--- src/hdl/meit_ram.sv ---
module meit_ram #(
    parameter int WIDTH = 8,
    parameter int DEPTH = 16
) (
    input  logic                     aclk,
    input  logic                     we,
    input  logic [$clog2(DEPTH)-1:0] addr,
    input  logic [WIDTH-1:0]         wdata,
    output logic [WIDTH-1:0]         rdata
);

    logic [WIDTH-1:0] mem [DEPTH];

    always_ff @(posedge aclk) begin
        if (we) begin
            mem[addr] <= wdata;
        end
        rdata <= mem[addr];
    end

endmodule

--- config.mk ---
export PLATFORM = sky130hd
export DESIGN_NAME = meit_ram
export DESIGN_NICKNAME = d
export VERILOG_FILES = /design/src/hdl/meit_ram.sv
export SDC_FILE = /design/constraint.sdc
export NUM_CORES = 1
export LEC_CHECK = 0
export BUFFER_PORTS_ARGS = -buffer_cell sky130_fd_sc_hd__buf_2
export CORE_UTILIZATION = 33
export CTS_BUF_LIST = sky130_fd_sc_hd__clkbuf_4
export CTS_CLUSTER_SIZE = 40
export DETAILED_ROUTE_END_ITERATION = 10
export GPL_TIMING_DRIVEN = 0
export HOLD_SLACK_MARGIN = 0.05
export PLACE_DENSITY = 0.51
export SLEW_MARGIN = 20
export SYNTH_ARGS = -nofsm -noshare
export SYNTH_HDL_FRONTEND = slang
export SYNTH_SLANG_ARGS = --single-unit
--- constraint.sdc ---
create_clock -name aclk -period 1.9 [get_ports aclk]
set_input_delay 0.095 -clock aclk [delete_from_list [all_inputs] [get_ports aclk]]
set_output_delay 0.095 -clock aclk [all_outputs]
set_load 0.02 [all_outputs]
# Yosys cells after proc, flatten, opt, wreduce, memory -nomap -nowiden
# Memories as Yosys holds them, arrays and structs flattened. A register that Yosys moved wholly into a read port is not among the register bits.
# Index checks and enable logic that the tools add are counted.
# W data, S select, Z words.
[op_classes] muxes=2
[ops] operator="$mux W1" n=2
[totals] wordCells=3 ramBits=128 register_bits=0 n_memories=1 out_inout_bits=8 in_bits=14
[memory_table] name="mem" depth=16 width=8 rd=1 rd_ports_with_merged_regs=1 write_ports=1 line="12" rtl="logic [WIDTH-1:0] mem [DEPTH];"

# Logic depth before layout (Yosys ltp)
[depth] depth_word=2 ltp_mapped=5 depth_no_buf=3

# Least setup slack after synthesis
# OpenSTA, ideal clock, no wires.
[synth_timing] path_type="input to register" from="input port addr[2]" to="memory mem[0][0], enable pin" required_ns=1.517 setup_slack_ns=0.312 path_buffers=0 arrival_ns=1.205 setup_time_ns=0.383 stages=2 cell_sequence="or3b_2 > nor3_1"
[synth_rtl] element="start, declared" line="7" rtl="input logic [$clog2(DEPTH)-1:0] addr,"
[synth_rtl] element="end, declared" line="12"
# No word-level cell before the write port.

# Worst setup path after layout
[layout_timing] from="input port addr[1]" to="memory mem[15][6], enable pin"
# No word-level cell before the write port.

==> impl_results.md <==
* Status: finished, final reports clean
* Synth area leader: edfxtp_1
* GRT busiest layer: met2
* Worst path arrival time at ~1900 ps
* Most numerous cell in the Yosys netlist: edfxtp_1
* Synthesized Nets at between 200 and 250
* Top delay family on crit path: simple AND/OR/NAND/NOR gates
* Sequential fraction of the synthesis area at 0.790
* Total CTS buffers at 17
* R2R Setup Slk at 490 ps
* Final Max Slew Viols at 0
* Crit-path slowest cell: nor2_1
* IO Port Bufs at 19
* First-pass GRT wire length at ~16 mm
* Die Wd at 126 um
* Async set or reset register ratio after synthesis at 0
* GRT Overall Usage at 0.147
* Hold path cells at 4
* Post-DR vias/cell at about 5.0
* Post-CTS Setup Inserts at 0
* Worst path required time at 2050 ps
* Worst rel slew slack at 0.429
* IO Pins at 22
* Vias in the first global route at roughly 2,500
* Hold-fix buffers at CTS at 8
* Via count at 2,370
* Hold crit path type: in -> reg
* Share of cells above drive strength 1 at 0.300
* Final min period at ~1700 ps
* Routed WL per cell at between 20 and 25 um
* Final net count at slightly below 300
* Diode count at 0
* Reg2reg start: mem[6][3]$_DFFE_PP_
* Design Area, Final at ~5700 sq um
* Crit path buf inv count at 2
* Critical path endpoint category: register
* Met2 GRT Util at 0.219
* Synth Register Bits at 136
* Starting Density at 0.343
* TritonRoute pass-1 iters at 4
* CTS resizes at 0
* Clk_skew at approximately 13 ps
* EDFF count, synth at 128
* Unrepaired setup endpoints after global routing: false
* Mean Syn Cell Area at around 22 sq um
* Hold path endpoint: rdata[0]$_DFF_P_
* Clk root buf: clkbuf_4
* Top post-synthesis cells by area: edfxtp_1 76%, mux4_2 14%, dfxtp_1 3.2%, a22oi_1 2.4%, nor2_1 0.96%
* Max-cap viol count at 0
* Hpwl dp at about 6.5 mm
* DP Area at 5410 sq um
* CTS tree: built
* Placer Congestion at between 0.6 and 0.7
* CP Launch Type: input port
* Clk buf depth at 2
* Antenna Nets Post-Route at 0
* Total Wirelength at about 10 mm
* Clk slew on worst S/H paths at about 100 ps
* FF-to-FF path depth at 3
* Die Span Y at about 130 um
* Synth cell count leaders: 128 x edfxtp_1, 32 x mux4_2, 16 x a22oi_1
* Grt total ovfl at 0
* Power Density at approximately 950 nW/um^2
* Fmax at slightly below 600 MHz
* Met3 Use GR at 0.0501
* Cell leakage power at between 1.5 and 2 nW
* Drt first-iter violations at between 200 and 250
* Met1 GRT Util at 0.204
* Distinct cells, synth at 18
* Hold Worst Slack at approximately 160 ps
* Num rows at 44
* Post-Syn Area at between 5000 and 6000 sq um
* Syn-to-layout area delta at 13.4%
* Overall power at approximately 5.5 mW
* Post-place setup slack at -371 ps
* Cell count after synthesis at 230
* Core area at around 15,000 sq um
* Slew of the pin with the lowest slew margin at around 850 ps
* Yosys warns at 0
* Clock Latency Late Sink at between 500 and 600 ps
* Tcrit/Tclk final at 0.911
* Largest net degree at the start of global routing at 17
* H-tree depth at 4
* Crit-path max FO at 10
* CP max stage delay at between 700 and 800 ps
* Yosys top cell area share at 0.759
* Total Die Area at between 15,000 and 20,000 sq um
* Ys flop type: edfxtp_1
* Final setup margin at 168 ps
* Final-report hold violation count at 0
* # DRC at 0
* WS Path Type: in -> reg
* Max VDD drop at around 0.00038 V
* Crit path cell chain: buf_2, buf_1, nand2_1, nor2_1
* Min-delay src: addr[0]
* FF-to-FF End: rdata[3]$_DFF_P_
* CTS Sinks at between 100 and 150
* Final Setup Violations at 0
* Setup TNS at 0 ps
* Initial antenna violation count at 0
==> state kept, by name (all words and copies together), names as in the netlist <==
signal,count
mem,128
rdata,8
==> per-layer routing <==
layer / wire (um) / vias up
li1: - / 1056
met1: 4700 / 1242
met2: 4990 / 65
met3: 687 / 7
met4: 101 / 0
met5: 0 / -
==> power by group <==
part / switching (mW) / internal [mW] / total [mW]
Clock: 0.926 / 0.835 / 1.76
Combinational: 0.218 / 0.138 / 0.356
Sequential: 0.0151 / 3.35 / 3.36
Total: 1.16 / 4.32 / 5.48
==> cell type report <==
class | instances | area, sq um
Buffer | 11 | 60.1
Clock buffer | 23 | 173
Clock inverter | 7 | 78.8
Fill cell | 1368 | 9010
Multi-Input combinational cell | 83 | 1020
Sequential cell | 136 | 4000
Tap cell | 184 | 230
Timing Repair Buffer | 27 | 175
==> placed cells by master, fill, tap and decap left out, drive strengths merged, types with 2 or more instances in the layout <==
cell         Yosys  routed
nor2            13      13
nor2b            2       2
mux4            32      32
a22oi           16      16
dlygate4sd3      0       8
nand3b           2       2
clkinv           0       5
nand2b           2       2
buf              8      27
nor3             4       4
bufinv           0       2
dfxtp            8       8
nand2            9       9
edfxtp         128     128
clkbuf           3      26
==> kinds of logic after synthesis <==
kind of cell           Yosys count  synth area share
muxes                           32             0.142
AOI/OAI and AO/OA               16            0.0237
DFF                            136             0.790
and+or+nand+nor                 35            0.0321
buffers and inverters           11            0.0119
==> worst max-delay path by stage <==
stage,from,to,slack (ps),depth (start not counted)
finish,addr[1],mem[15][6]$_DFFE_PP_,170,4
global route,addr[1],mem[3][2]$_DFFE_PP_,140,4
CTS,addr[1],mem[15][1]$_DFFE_PP_,200,4
detailed placement,addr[1],mem[15][6]$_DFFE_PP_,-370,4
global placement,addr[2],mem[0][7]$_DFFE_PP_,-390,3
floorplan,addr[2],mem[0][0]$_DFFE_PP_,310,2
==> stage by stage <==
stage / utilization / instances
after global placement: 0.366 / 433
final: 0.389 / 471
after floorplan: - / 230
after CTS: 0.389 / 471
after global routing: 0.389 / 471
after detailed placement: 0.367 / 433
==> worst reg2reg max path: stages, from the launching register on <==
cell	delay (ps)
edfxtp_1	380
mux4_2	500
a22oi_1	290
nand2_1	120
No activity file was read; power rests on OpenSTA's default activity.
